File: src/rtl/core/lsfc_pkg.sv
// ----------------------------------------------------------------------------
// lsfc_pkg
// Shared types, codes and constants of the lamp switch flash controller.
// ----------------------------------------------------------------------------
package lsfc_pkg;

  localparam int NUM_LAMPS = 4;
  localparam int LAMP_W    = $clog2(NUM_LAMPS);
  localparam int CNT_W     = 32;
  localparam int PER_W     = 16;

  // config register indexes
  localparam logic CFG_SEND_PERIOD  = 1'b0;
  localparam logic CFG_UPPER_SUPPLY = 1'b1;

  localparam logic [PER_W-1:0] SEND_PERIOD_RST  = 16'd100;
  localparam logic             UPPER_SUPPLY_RST = 1'b1;

  // counter wraps from this value back to zero
  localparam logic [CNT_W-1:0] TICK_LAST = 32'hFFFF_FFFD;

  // item kinds
  localparam logic KIND_CMD  = 1'b0;
  localparam logic KIND_TICK = 1'b1;

  // command codes
  localparam logic [3:0] CMD_BRAKE_OFF   = 4'd0;
  localparam logic [3:0] CMD_BRAKE_ON    = 4'd1;
  localparam logic [3:0] CMD_MOTOR_OFF   = 4'd2;
  localparam logic [3:0] CMD_MOTOR_ON    = 4'd3;
  localparam logic [3:0] CMD_HEAD_OFF    = 4'd4;
  localparam logic [3:0] CMD_HEAD_FLASH  = 4'd6;
  localparam logic [3:0] CMD_REAR_OFF    = 4'd7;
  localparam logic [3:0] CMD_REAR_FLASH  = 4'd9;
  localparam logic [3:0] CMD_LEFT_OFF    = 4'd10;
  localparam logic [3:0] CMD_LEFT_FLASH  = 4'd12;
  localparam logic [3:0] CMD_RIGHT_OFF   = 4'd13;
  localparam logic [3:0] CMD_RIGHT_FLASH = 4'd15;

  // lamp actions
  localparam logic [1:0] ACT_OFF   = 2'd0;
  localparam logic [1:0] ACT_ON    = 2'd1;
  localparam logic [1:0] ACT_FLASH = 2'd2;

  // lamp slots
  localparam logic [LAMP_W-1:0] LAMP_HEAD  = 2'd0;
  localparam logic [LAMP_W-1:0] LAMP_REAR  = 2'd1;
  localparam logic [LAMP_W-1:0] LAMP_LEFT  = 2'd2;
  localparam logic [LAMP_W-1:0] LAMP_RIGHT = 2'd3;

  // switch word field patterns
  localparam logic [15:0] SW_LEFT  = 16'h3000;
  localparam logic [15:0] SW_RIGHT = 16'h0C00;
  localparam logic [15:0] SW_BRAKE = 16'h000C;
  localparam logic [15:0] SW_HEAD  = 16'h0003;
  localparam logic [15:0] SW_UPPER = 16'h0030;

  // wide status codes; flashing lit is binary 11
  localparam logic [1:0] ST_OFF       = 2'b00;
  localparam logic [1:0] ST_ON        = 2'b01;
  localparam logic [1:0] ST_FLASH_LIT = 2'b11;

  typedef struct packed {
    logic             start;
    logic [CNT_W-1:0] dividend;
    logic [PER_W-1:0] divisor;
  } mod_req_t;

  typedef struct packed {
    logic busy;
    logic done;
    logic zero;
  } mod_rsp_t;

  typedef struct packed {
    logic [LAMP_W-1:0] lamp;
    logic [1:0]        act;
  } cmd_dec_t;

  function automatic cmd_dec_t decode_cmd(input logic [3:0] cmd);
    cmd_dec_t d;
    d.lamp = LAMP_HEAD;
    d.act  = ACT_OFF;
    if (cmd inside {[CMD_HEAD_OFF:CMD_HEAD_FLASH]}) begin
      d.lamp = LAMP_HEAD;
      d.act  = 2'(cmd - CMD_HEAD_OFF);
    end else if (cmd inside {[CMD_REAR_OFF:CMD_REAR_FLASH]}) begin
      d.lamp = LAMP_REAR;
      d.act  = 2'(cmd - CMD_REAR_OFF);
    end else if (cmd inside {[CMD_LEFT_OFF:CMD_LEFT_FLASH]}) begin
      d.lamp = LAMP_LEFT;
      d.act  = 2'(cmd - CMD_LEFT_OFF);
    end else if (cmd inside {[CMD_RIGHT_OFF:CMD_RIGHT_FLASH]}) begin
      d.lamp = LAMP_RIGHT;
      d.act  = 2'(cmd - CMD_RIGHT_OFF);
    end
    return d;
  endfunction

  function automatic logic [1:0] wide_code(input logic lit, input logic [PER_W-1:0] per);
    logic [1:0] c;
    if (per == '0) begin
      c = lit ? ST_ON : ST_OFF;
    end else begin
      c = lit ? ST_FLASH_LIT : ST_OFF;
    end
    return c;
  endfunction

endpackage

File: src/rtl/core/lsfc_channels.sv
// ----------------------------------------------------------------------------
// lsfc channels
// Valid/ready channel interfaces for command/tick items and result items.
// ----------------------------------------------------------------------------
interface lsfc_in_if;
  logic        valid;
  logic        ready;
  logic        kind;
  logic [3:0]  command;
  logic [15:0] flash_period;

  modport source (output valid, kind, command, flash_period, input ready);
  modport sink   (input valid, kind, command, flash_period, output ready);
endinterface

interface lsfc_out_if;
  logic        valid;
  logic        ready;
  logic        frame_valid;
  logic [15:0] switch_word;
  logic [15:0] status_wide;
  logic [7:0]  status_narrow;
  logic        brake_conflict;

  modport source (output valid, frame_valid, switch_word, status_wide, status_narrow,
                  brake_conflict, input ready);
  modport sink   (input valid, frame_valid, switch_word, status_wide, status_narrow,
                  brake_conflict, output ready);
endinterface

File: src/rtl/core/lsfc_mod_unit.sv
// ----------------------------------------------------------------------------
// lsfc_mod_unit
// Bit-serial restoring remainder: dividend mod divisor, one bit per cycle.
// ----------------------------------------------------------------------------
module lsfc_mod_unit (
  input  logic               clk,
  input  logic               rst_n,
  input  lsfc_pkg::mod_req_t req,
  output lsfc_pkg::mod_rsp_t rsp
);

  localparam int STEP_W = $clog2(lsfc_pkg::CNT_W);

  logic                        busy_r, busy_nxt;
  logic                        done_r, done_nxt;
  logic [STEP_W-1:0]           step_r, step_nxt;
  logic [lsfc_pkg::PER_W-1:0]  rem_r, rem_nxt;
  logic [lsfc_pkg::CNT_W-1:0]  shf_r, shf_nxt;
  logic [lsfc_pkg::PER_W-1:0]  div_r, div_nxt;
  logic [lsfc_pkg::PER_W:0]    trial;

  always_comb begin
    busy_nxt = busy_r;
    done_nxt = 1'b0;
    step_nxt = step_r;
    rem_nxt  = rem_r;
    shf_nxt  = shf_r;
    div_nxt  = div_r;
    trial    = {rem_r, shf_r[lsfc_pkg::CNT_W-1]};
    if (req.start) begin
      busy_nxt = 1'b1;
      step_nxt = '0;
      rem_nxt  = '0;
      shf_nxt  = req.dividend;
      div_nxt  = req.divisor;
    end else if (busy_r) begin
      shf_nxt = {shf_r[lsfc_pkg::CNT_W-2:0], 1'b0};
      if (trial >= {1'b0, div_r}) begin
        rem_nxt = lsfc_pkg::PER_W'(trial - {1'b0, div_r});
      end else begin
        rem_nxt = trial[lsfc_pkg::PER_W-1:0];
      end
      step_nxt = step_r + 1'b1;
      if (step_r == STEP_W'(lsfc_pkg::CNT_W - 1)) begin
        busy_nxt = 1'b0;
        done_nxt = 1'b1;
      end
    end
  end

  always_ff @(posedge clk) begin
    if (!rst_n) begin
      busy_r <= 1'b0;
      done_r <= 1'b0;
      step_r <= '0;
    end else begin
      busy_r <= busy_nxt;
      done_r <= done_nxt;
      step_r <= step_nxt;
    end
    rem_r <= rem_nxt;
    shf_r <= shf_nxt;
    div_r <= div_nxt;
  end

  assign rsp.busy = busy_r;
  assign rsp.done = done_r;
  assign rsp.zero = (rem_r == '0);

endmodule

File: src/rtl/core/lamp_switch_flash_controller.sv
// ----------------------------------------------------------------------------
// lamp_switch_flash_controller
// Brake/motor/lamp switch state with timed lamp flashing and switch word output.
// ----------------------------------------------------------------------------
// A command item, or a tick while the count or the send period is zero, goes
// straight to the finish state. Any other tick runs a 32-step remainder of the
// count by the send period and waits for its result. On a send-period boundary
// the sequencer then visits each of the four lamp slots in turn and runs one
// more remainder for each lamp with a nonzero flash period. Every item waits in
// the finish state until the output register is free. All remainders share one
// bit-serial modulo unit, which sets the rate. A finished result sits in the
// output register while the next item is accepted.
module lamp_switch_flash_controller (
  input  logic              clk,
  input  logic              rst_n,
  input  logic              cfg_we,
  input  logic              cfg_index,
  input  logic [15:0]       cfg_wdata,
  lsfc_in_if.sink           in_ch,
  lsfc_out_if.source        out_ch
);

  localparam logic [2:0] S_IDLE   = 3'd0;
  localparam logic [2:0] S_SEND   = 3'd1;
  localparam logic [2:0] S_LAMP   = 3'd2;
  localparam logic [2:0] S_LWAIT  = 3'd3;
  localparam logic [2:0] S_FINISH = 3'd4;

  localparam int NL = lsfc_pkg::NUM_LAMPS;
  localparam int LW = lsfc_pkg::LAMP_W;
  localparam int PW = lsfc_pkg::PER_W;

  logic [2:0]                  state_r, state_nxt;
  logic [PW-1:0]               send_period_r;
  logic                        upper_supply_r;
  logic [lsfc_pkg::CNT_W-1:0]  tick_count_r, tick_count_nxt;
  logic                        brake_r, brake_nxt;
  logic                        motor_r, motor_nxt;
  logic [NL-1:0]               lit_r, lit_nxt;
  logic [PW-1:0]               period_r [NL];
  logic [PW-1:0]               period_nxt [NL];
  logic [LW-1:0]               idx_r, idx_nxt;
  logic                        tick_r, tick_nxt;
  logic                        frame_r, frame_nxt;

  logic                        out_valid_r, out_valid_nxt;
  logic                        o_frame_r;
  logic [15:0]                 o_word_r, o_wide_r;
  logic [7:0]                  o_narrow_r;
  logic                        o_conflict_r;
  logic                        out_load;

  lsfc_pkg::mod_req_t          mod_req;
  lsfc_pkg::mod_rsp_t          mod_rsp;
  lsfc_pkg::cmd_dec_t          dec;
  logic                        accept;
  logic [15:0]                 word_c, wide_c;
  logic [7:0]                  narrow_c;

  lsfc_mod_unit u_mod (
    .clk   (clk),
    .rst_n (rst_n),
    .req   (mod_req),
    .rsp   (mod_rsp)
  );

  assign in_ch.ready = (state_r == S_IDLE);
  assign accept      = in_ch.valid && in_ch.ready;
  assign dec         = lsfc_pkg::decode_cmd(in_ch.command);

  always_comb begin
    state_nxt      = state_r;
    tick_count_nxt = tick_count_r;
    brake_nxt      = brake_r;
    motor_nxt      = motor_r;
    lit_nxt        = lit_r;
    period_nxt     = period_r;
    idx_nxt        = idx_r;
    tick_nxt       = tick_r;
    frame_nxt      = frame_r;
    out_load       = 1'b0;
    mod_req.start    = 1'b0;
    mod_req.dividend = tick_count_r;
    mod_req.divisor  = period_r[idx_r];

    case (state_r)
      S_IDLE: begin
        mod_req.divisor = send_period_r;
        if (accept) begin
          frame_nxt = 1'b0;
          idx_nxt   = '0;
          tick_nxt  = (in_ch.kind == lsfc_pkg::KIND_TICK);
          state_nxt = S_FINISH;
          if (in_ch.kind == lsfc_pkg::KIND_TICK) begin
            if (send_period_r != '0 && tick_count_r != '0) begin
              mod_req.start = 1'b1;
              state_nxt     = S_SEND;
            end
          end else begin
            case (in_ch.command)
              lsfc_pkg::CMD_BRAKE_OFF: brake_nxt = 1'b0;
              lsfc_pkg::CMD_BRAKE_ON:  brake_nxt = 1'b1;
              lsfc_pkg::CMD_MOTOR_OFF: motor_nxt = 1'b0;
              lsfc_pkg::CMD_MOTOR_ON:  motor_nxt = 1'b1;
              default: begin
                if (dec.act == lsfc_pkg::ACT_FLASH) begin
                  period_nxt[dec.lamp] = in_ch.flash_period;
                end else begin
                  lit_nxt[dec.lamp]    = (dec.act == lsfc_pkg::ACT_ON);
                  period_nxt[dec.lamp] = '0;
                end
              end
            endcase
          end
        end
      end
      S_SEND: begin
        if (mod_rsp.done) begin
          if (mod_rsp.zero) begin
            frame_nxt = 1'b1;
            state_nxt = S_LAMP;
          end else begin
            state_nxt = S_FINISH;
          end
        end
      end
      S_LAMP: begin
        if (period_r[idx_r] != '0) begin
          mod_req.start = 1'b1;
          state_nxt     = S_LWAIT;
        end else if (idx_r == LW'(NL - 1)) begin
          state_nxt = S_FINISH;
        end else begin
          idx_nxt = idx_r + 1'b1;
        end
      end
      S_LWAIT: begin
        if (mod_rsp.done) begin
          if (mod_rsp.zero) begin
            lit_nxt[idx_r] = ~lit_r[idx_r];
          end
          if (idx_r == LW'(NL - 1)) begin
            state_nxt = S_FINISH;
          end else begin
            idx_nxt   = idx_r + 1'b1;
            state_nxt = S_LAMP;
          end
        end
      end
      S_FINISH: begin
        if (!out_valid_r || out_ch.ready) begin
          out_load  = 1'b1;
          state_nxt = S_IDLE;
          if (tick_r) begin
            tick_count_nxt = (tick_count_r == lsfc_pkg::TICK_LAST) ? '0
                           : tick_count_r + 1'b1;
          end
        end
      end
      default: state_nxt = S_IDLE;
    endcase
  end

  // result words from the state after the item
  always_comb begin
    word_c = '0;
    if (frame_r) begin
      word_c = (lit_r[lsfc_pkg::LAMP_LEFT]  ? lsfc_pkg::SW_LEFT  : 16'h0)
             | (lit_r[lsfc_pkg::LAMP_RIGHT] ? lsfc_pkg::SW_RIGHT : 16'h0)
             | (brake_r                     ? lsfc_pkg::SW_BRAKE : 16'h0)
             | (lit_r[lsfc_pkg::LAMP_HEAD]  ? lsfc_pkg::SW_HEAD  : 16'h0)
             | (upper_supply_r              ? lsfc_pkg::SW_UPPER : 16'h0);
    end
    wide_c = {2'b00,
              lsfc_pkg::wide_code(lit_r[lsfc_pkg::LAMP_LEFT], period_r[lsfc_pkg::LAMP_LEFT]),
              lsfc_pkg::wide_code(lit_r[lsfc_pkg::LAMP_RIGHT], period_r[lsfc_pkg::LAMP_RIGHT]),
              3'b000, motor_r, 1'b0, upper_supply_r, 1'b0, brake_r,
              lsfc_pkg::wide_code(lit_r[lsfc_pkg::LAMP_HEAD], period_r[lsfc_pkg::LAMP_HEAD])};
    narrow_c = {1'b0, lit_r[lsfc_pkg::LAMP_LEFT], lit_r[lsfc_pkg::LAMP_RIGHT], 1'b0,
                motor_r, upper_supply_r, brake_r, lit_r[lsfc_pkg::LAMP_HEAD]};
  end

  always_comb begin
    out_valid_nxt = out_valid_r;
    if (out_ch.ready) begin
      out_valid_nxt = 1'b0;
    end
    if (out_load) begin
      out_valid_nxt = 1'b1;
    end
  end

  always_ff @(posedge clk) begin
    if (!rst_n) begin
      state_r        <= S_IDLE;
      send_period_r  <= lsfc_pkg::SEND_PERIOD_RST;
      upper_supply_r <= lsfc_pkg::UPPER_SUPPLY_RST;
      tick_count_r   <= '0;
      brake_r        <= 1'b1;
      motor_r        <= 1'b0;
      lit_r          <= '0;
      for (int i = 0; i < NL; i++) begin
        period_r[i] <= '0;
      end
      idx_r          <= '0;
      tick_r         <= 1'b0;
      frame_r        <= 1'b0;
      out_valid_r    <= 1'b0;
    end else begin
      state_r      <= state_nxt;
      tick_count_r <= tick_count_nxt;
      brake_r      <= brake_nxt;
      motor_r      <= motor_nxt;
      lit_r        <= lit_nxt;
      period_r     <= period_nxt;
      idx_r        <= idx_nxt;
      tick_r       <= tick_nxt;
      frame_r      <= frame_nxt;
      out_valid_r  <= out_valid_nxt;
      if (cfg_we) begin
        case (cfg_index)
          lsfc_pkg::CFG_SEND_PERIOD:  send_period_r  <= cfg_wdata;
          lsfc_pkg::CFG_UPPER_SUPPLY: upper_supply_r <= cfg_wdata[0];
          default: ;
        endcase
      end
    end
    if (out_load) begin
      o_frame_r    <= frame_r;
      o_word_r     <= word_c;
      o_wide_r     <= wide_c;
      o_narrow_r   <= narrow_c;
      o_conflict_r <= motor_r & brake_r;
    end
  end

  assign out_ch.valid          = out_valid_r;
  assign out_ch.frame_valid    = o_frame_r;
  assign out_ch.switch_word    = o_word_r;
  assign out_ch.status_wide    = o_wide_r;
  assign out_ch.status_narrow  = o_narrow_r;
  assign out_ch.brake_conflict = o_conflict_r;

  // counter never goes past the wrap value
  a_tick_wrap: assert property (@(posedge clk) disable iff (!rst_n)
    tick_count_r != 32'hFFFF_FFFE)
    else $error("tick counter past wrap value");

  // remainder unit never started with a zero divisor or while busy
  a_mod_start: assert property (@(posedge clk) disable iff (!rst_n)
    mod_req.start |-> (mod_req.divisor != '0 && !mod_rsp.busy))
    else $error("bad remainder start");

  // remainder results only arrive while the sequencer waits for one
  a_mod_done: assert property (@(posedge clk) disable iff (!rst_n)
    mod_rsp.done |-> (state_r == S_SEND || state_r == S_LWAIT))
    else $error("unexpected remainder result");

  // a beat without a frame carries a zero switch word
  a_no_frame_word: assert property (@(posedge clk) disable iff (!rst_n)
    (out_valid_r && !o_frame_r) |-> (o_word_r == '0))
    else $error("switch word without frame");

endmodule

File: src/flat_wrapper.sv
// flat-port wrapper written by rule: the top's interface ports become plain ports
module lamp_switch_flash_controller_flat 
  (clk, rst_n, cfg_we, cfg_index, cfg_wdata, in_ch_valid, in_ch_kind, in_ch_command, in_ch_flash_period, in_ch_ready, out_ch_valid, out_ch_frame_valid, out_ch_switch_word, out_ch_status_wide, out_ch_status_narrow, out_ch_brake_conflict, out_ch_ready);
  lsfc_in_if in_ch_i ();
  lsfc_out_if out_ch_i ();
  input  logic clk;
  input  logic rst_n;
  input  logic cfg_we;
  input  logic cfg_index;
  input  logic [15:0] cfg_wdata;
  input wire logic [$bits(in_ch_i.valid)-1:0] in_ch_valid;
  input wire logic [$bits(in_ch_i.kind)-1:0] in_ch_kind;
  input wire logic [$bits(in_ch_i.command)-1:0] in_ch_command;
  input wire logic [$bits(in_ch_i.flash_period)-1:0] in_ch_flash_period;
  output wire logic [$bits(in_ch_i.ready)-1:0] in_ch_ready;
  output wire logic [$bits(out_ch_i.valid)-1:0] out_ch_valid;
  output wire logic [$bits(out_ch_i.frame_valid)-1:0] out_ch_frame_valid;
  output wire logic [$bits(out_ch_i.switch_word)-1:0] out_ch_switch_word;
  output wire logic [$bits(out_ch_i.status_wide)-1:0] out_ch_status_wide;
  output wire logic [$bits(out_ch_i.status_narrow)-1:0] out_ch_status_narrow;
  output wire logic [$bits(out_ch_i.brake_conflict)-1:0] out_ch_brake_conflict;
  input wire logic [$bits(out_ch_i.ready)-1:0] out_ch_ready;
  assign in_ch_i.valid = in_ch_valid;
  assign in_ch_i.kind = in_ch_kind;
  assign in_ch_i.command = in_ch_command;
  assign in_ch_i.flash_period = in_ch_flash_period;
  assign in_ch_ready = in_ch_i.ready;
  assign out_ch_valid = out_ch_i.valid;
  assign out_ch_frame_valid = out_ch_i.frame_valid;
  assign out_ch_switch_word = out_ch_i.switch_word;
  assign out_ch_status_wide = out_ch_i.status_wide;
  assign out_ch_status_narrow = out_ch_i.status_narrow;
  assign out_ch_brake_conflict = out_ch_i.brake_conflict;
  assign out_ch_i.ready = out_ch_ready;
  lamp_switch_flash_controller u_core (.clk(clk), .rst_n(rst_n), .cfg_we(cfg_we), .cfg_index(cfg_index), .cfg_wdata(cfg_wdata), .in_ch(in_ch_i), .out_ch(out_ch_i));
endmodule
File: config.mk
export PLATFORM = sky130hd
export DESIGN_NAME = lamp_switch_flash_controller_flat
export DESIGN_NICKNAME = d
export VERILOG_FILES = /design/src/rtl/core/lsfc_pkg.sv /design/src/rtl/core/lsfc_channels.sv /design/src/rtl/core/lsfc_mod_unit.sv /design/src/rtl/core/lamp_switch_flash_controller.sv /design/src/flat_wrapper.sv
export SDC_FILE = /design/constraint.sdc
export NUM_CORES = 1
export LEC_CHECK = 0
export BUFFER_PORTS_ARGS = -buffer_cell sky130_fd_sc_hd__buf_2
export CAP_MARGIN = 20
export CORE_MARGIN = 3
export CORE_UTILIZATION = 25
export DETAILED_ROUTE_END_ITERATION = 6
export SLEW_MARGIN = 25
export SYNTH_ARGS = -nofsm -noshare
export SYNTH_HDL_FRONTEND = slang
export SYNTH_HIERARCHICAL = 1
export SYNTH_SLANG_ARGS = --single-unit
File: constraint.sdc
create_clock -name clk -period 4.3 [get_ports clk]
set_input_delay 0.43 -clock clk [delete_from_list [all_inputs] [get_ports clk]]
set_output_delay 0.43 -clock clk [all_outputs]
set_load 0.01 [all_outputs]
# Yosys cells after proc, flatten, opt, wreduce, memory -nomap -nowiden
# Index checks and enable logic that the tools add are counted.
dict set report word_totals {
  out_inout_bits 44
  ff_bits 231
  word_cells 209
}
dict set report classes {
  reduce_logical 41
  mux 80
  eq_ne 23
  order_cmp 16
  n_addsub 8
  n_bitwise 15
}
# cell n
set op_table {}
lappend op_table {{two-way mux 32 bit} 3}
lappend op_table {{two-way mux 16 bit} 5}
lappend op_table {{AND 64 bit} 1}
lappend op_table {{bitwise mux 64 bit} 1}
lappend op_table {{logical NOT 16 bit} 4}
lappend op_table {{two-way mux 64 bit} 1}
lappend op_table {{inverter 64 bit} 1}
lappend op_table {{OR 16 bit} 4}
lappend op_table {{two-way mux 4 bit} 11}
lappend op_table {{adder 32 x 1 -> 32 bit, second input constant} 1}
lappend op_table {{binary-select mux 16 bit (select 2 bit)} 1}
lappend op_table {{demux 16 bit (select 2 bit)} 1}
lappend op_table {{equality test 32 bit, second input constant} 1}
lappend op_table {{nonzero test 16 bit} 2}
lappend op_table {{nonzero test 32 bit} 1}
lappend op_table {{two-way mux 3 bit} 10}
lappend op_table {{two-way mux 2 bit} 11}
lappend op_table {{two-way mux 1 bit} 21}
lappend op_table {{AND reduction 4 bit} 5}
lappend op_table {{greater-or-equal comparator 17 x 16 -> 1 bit} 1}
lappend op_table {{subtractor 16 bit} 1}
lappend op_table {{one-hot mux 3 bit (5 select lines)} 1}
lappend op_table {{two-way mux 14 bit} 1}
lappend op_table {{!= test 2 bit, second input constant} 7}
lappend op_table {{47 further kinds} 87}

# Logic depth before layout (Yosys ltp)
dict set report depth {
  ltp_word 16
  mapped_depth 11
}

# By module
# The synthesis kept the hierarchy.
# mod area_per_inst_um2 cells_per_inst instances seq_area_each_um2
set by_module_without_submodules {}
lappend by_module_without_submodules {lamp_switch_flash_controller 7240.7 838 1 3022.9}
lappend by_module_without_submodules {lsfc_mod_unit 3908.7 355 1 1901.8}

# Worst setup path before layout
# Ideal clock, no wire load.
dict set report synth_timing {
  path_type {register to register}
  start {register u_core.idx_r[1]}
  end {register u_core/u_mod/shf_r[0] in the netlist's numbering, enable pin}
  t_arrival_ns 3.429
  required_ns 3.925
  path_stages_with_launch 10
  setup_ns 0.375
  slack_ns 0.496
  synth_period_minus_slack_ns 3.804
  n_path_buf 4
  cell_sequence {dfxtp_1 clkbuf_1 buf_2 mux4_2 nor4_1 and4_1 o22ai_1 clkbuf_1 clkbuf_1 or2_2}
}
# element line_no
set synth_rtl {}
lappend synth_rtl {{start, declared} lamp_switch_flash_controller.sv:42} ;# logic [LW-1:0] idx_r, idx_nxt;
lappend synth_rtl {{start signal, assigned} lamp_switch_flash_controller.sv:216} ;# idx_r <= idx_nxt;
lappend synth_rtl {{end signal, assigned} lsfc_mod_unit.sv:62} ;# shf_r <= shf_nxt;
lappend synth_rtl {{end, declared} lsfc_mod_unit.sv:18} ;# logic [lsfc_pkg::CNT_W-1:0] shf_r, shf_nxt;

==> flow_metrics.env <==
export IMPL_cts_inserted_buffers=23
export IMPL_ant_nets=0
export IMPL_cts_hold_buffers_added=0
export IMPL_preCtsSetupSlack_ps=805
export IMPL_cp_arrival_ps=3720
export IMPL_coreArea_um2=43600
export IMPL_drv_slew=0
export IMPL_start_kind="register"
export IMPL_critPathMaxFanout=21
export IMPL_grt_first_pass_wirelength_um=47200
export IMPL_mostFrequentLayoutCell="nand2_1"
export IMPL_timing_final_ws_setup_ps=866
export IMPL_dpl_cell_count=1775
export IMPL_reg2reg_to="u_core/u_mod/shf_r[25]$_DFFE_PP_"
export IMPL_post_cts_resized=0
export IMPL_floorplan_initialDensity_pct=25.6
export IMPL_max_slew_margin_rel_pct=38.8
export IMPL_p_per_area_nw_per_um2=470
export IMPL_clock_path_buffers=3
export IMPL_dieArea_um2=47100
export IMPL_post_cts_buffers=0
export IMPL_ys_warnings_count=6
export IMPL_path_class="reg -> reg"
export IMPL_min_period_ps=3430
export IMPL_drt_iter0_drc=699
export IMPL_hold_path_endpoint="u_core/send_period_r[5]$_SDFFE_PN1P_"
export IMPL_fin_crit_sh_pct=79.9
export IMPL_ir_worst_vdd_mv=0.246
export IMPL_grt_pass1_vias=8374
export IMPL_antenna_found_initial=0
export IMPL_leakagePower_nw=4.34
export IMPL_placement_rows=76
export IMPL_via_per_inst=4.92
export IMPL_fin_cells=1819
export IMPL_reg2reg_from="u_core/idx_r[1]$_SDFFE_PN0P_"
export IMPL_io_pins=87
export IMPL_cts_sinks=214
export IMPL_power_w=0.00593
export IMPL_fin_worst_skew_ps=24.3
export IMPL_setup_viol=0
export IMPL_whs_path_depth=3
export IMPL_grtUsageTotal_pct=12.4
export IMPL_hp_class="in -> reg"
export IMPL_place_hpwl_um=21600
export IMPL_wl_per_cell_um=16.6
export IMPL_portBuffers=71
export IMPL_cp_required_ps=4590
export IMPL_fp_dieH_um=217
export IMPL_route_detailed_drc=0
export IMPL_grt_max_degree=65
export IMPL_hold_violations=0
export IMPL_ff2ff_path_depth=7
export IMPL_tns_ps=0
export IMPL_clock_latency_ps=530
export IMPL_rsz0062_at_grt="false"
export IMPL_drv_cap=0
export IMPL_status="finished clean"
export IMPL_worstMarginPinSlew_ps=917
export IMPL_num_vias=8942
export IMPL_hold_start="cfg_wdata[5]"
export IMPL_clockRootBuffer="clkbuf_16"
export IMPL_cts_clk_slew_worst_paths_ps=60
export IMPL_drt_pass1_iterations=5
export IMPL_areaGrowthSynthToFinish_pct=13.2
export IMPL_r2r_slack_ps=870
export IMPL_nets=1290
export IMPL_netlist_area_um2=11100
export IMPL_grt_overflow=0
export IMPL_post_route_util_pct=29.0
export IMPL_cts_htree_levels=1
export IMPL_syn_area_per_cell_um2=9.35
export IMPL_drt_wl_total_um=30300
export IMPL_cts_tree="yes"
export IMPL_gp_congestion=0.865
export IMPL_endpoint_kind="register"
export IMPL_die_width_um=217
export IMPL_synth_cells=1192
export IMPL_fmax_mhz=291
export IMPL_final_cell_mix="159 x nand2_1, 150 x dfxtp_1, 104 x a21oi_1"
export IMPL_drive_gt1_share_pct=18.0
==> worst max-delay path, stage by stage, from the launching register on <==
cell,delay [ps]
dfxtp_1,890
mux4_2,440
nor4_1,320
and4_1,370
o22ai_4,230
buf_8,240
or2_2,460
buf_12,230
==> state kept, by name, summed over array words and instances, names as in the netlist <==
signal and flops:
u_core/period_r 64, u_core/tick_count_r 32, u_core/u_mod/shf_r 32, u_core/send_period_r 16
u_core/u_mod/div_r 16, u_core/u_mod/rem_r 16, u_core/out_ch.status_narrow 6, u_core/out_ch.switch_word 5
u_core/u_mod/step_r 5, u_core/lit_r 4, u_core/out_ch.status_wide 3, u_core/state_r 3
u_core/idx_r 2, u_core/brake_r 1, u_core/frame_r 1, u_core/motor_r 1
u_core/out_ch.brake_conflict 1, u_core/out_ch.frame_valid 1, u_core/out_ch.valid 1, u_core/tick_r 1
u_core/u_mod/busy_r 1, u_core/u_mod/done_r 1, u_core/upper_supply_r 1
==> final cells by class <==
| type | count | area, um2 |
|---|---|---|
| diodes | 1 | 2.50 |
| clock buffers | 32 | 671 |
| clock inverters | 10 | 81.3 |
| fillers | 4689 | 30900 |
| inverters | 46 | 173 |
| multi-input cells | 849 | 5580 |
| flip-flops and latches | 214 | 4920 |
| well taps | 585 | 732 |
| repair buffers | 82 | 458 |
==> per-layer routing <==
layer | track usage (%) | share of wire (%) | vias to the layer above
li1 | - | - | 4292
met1 | 17.3 | 46 | 4297
met2 | 19.6 | 46 | 304
met3 | 2.04 | 5.7 | 49
met4 | 3.94 | 2.4 | 0
met5 | 0 | 0 | -
==> metrics by stage <==
step	hold slack, ps	cell area (um2)
floorplan	422	11200
global placement	444	11800
detailed placement	437	11800
CTS	129	12600
global route	154	12600
finish	152	12600
==> worst max-delay path by stage <==
stage	startpoint	end	slack (ps)	depth (start not counted)
after global routing	u_core/idx_r[1]$_SDFFE_PN0P_	u_core/u_mod/shf_r[25]$_DFFE_PP_	700	7
final	u_core/idx_r[1]$_SDFFE_PN0P_	u_core/u_mod/shf_r[25]$_DFFE_PP_	870	7
after global placement	u_core/idx_r[1]$_SDFFE_PN0P_	u_core/u_mod/shf_r[29]$_DFFE_PP_	940	6
after floorplan	u_core/idx_r[1]$_SDFFE_PN0P_	u_core/u_mod/shf_r[0]$_SDFFCE_PN0P_	500	9
after CTS	u_core/idx_r[1]$_SDFFE_PN0P_	u_core/u_mod/shf_r[18]$_DFFE_PP_	820	6
after detailed placement	u_core/idx_r[1]$_SDFFE_PN0P_	u_core/u_mod/shf_r[15]$_DFFE_PP_	810	6
==> where the power goes <==
part           internal (W)  switching (W)  total (W)
combinational      0.000629       0.000949    0.00158
clock               0.00115       0.000814    0.00197
sequential          0.00223       0.000152    0.00239
(Power assumes the default switching activity.)
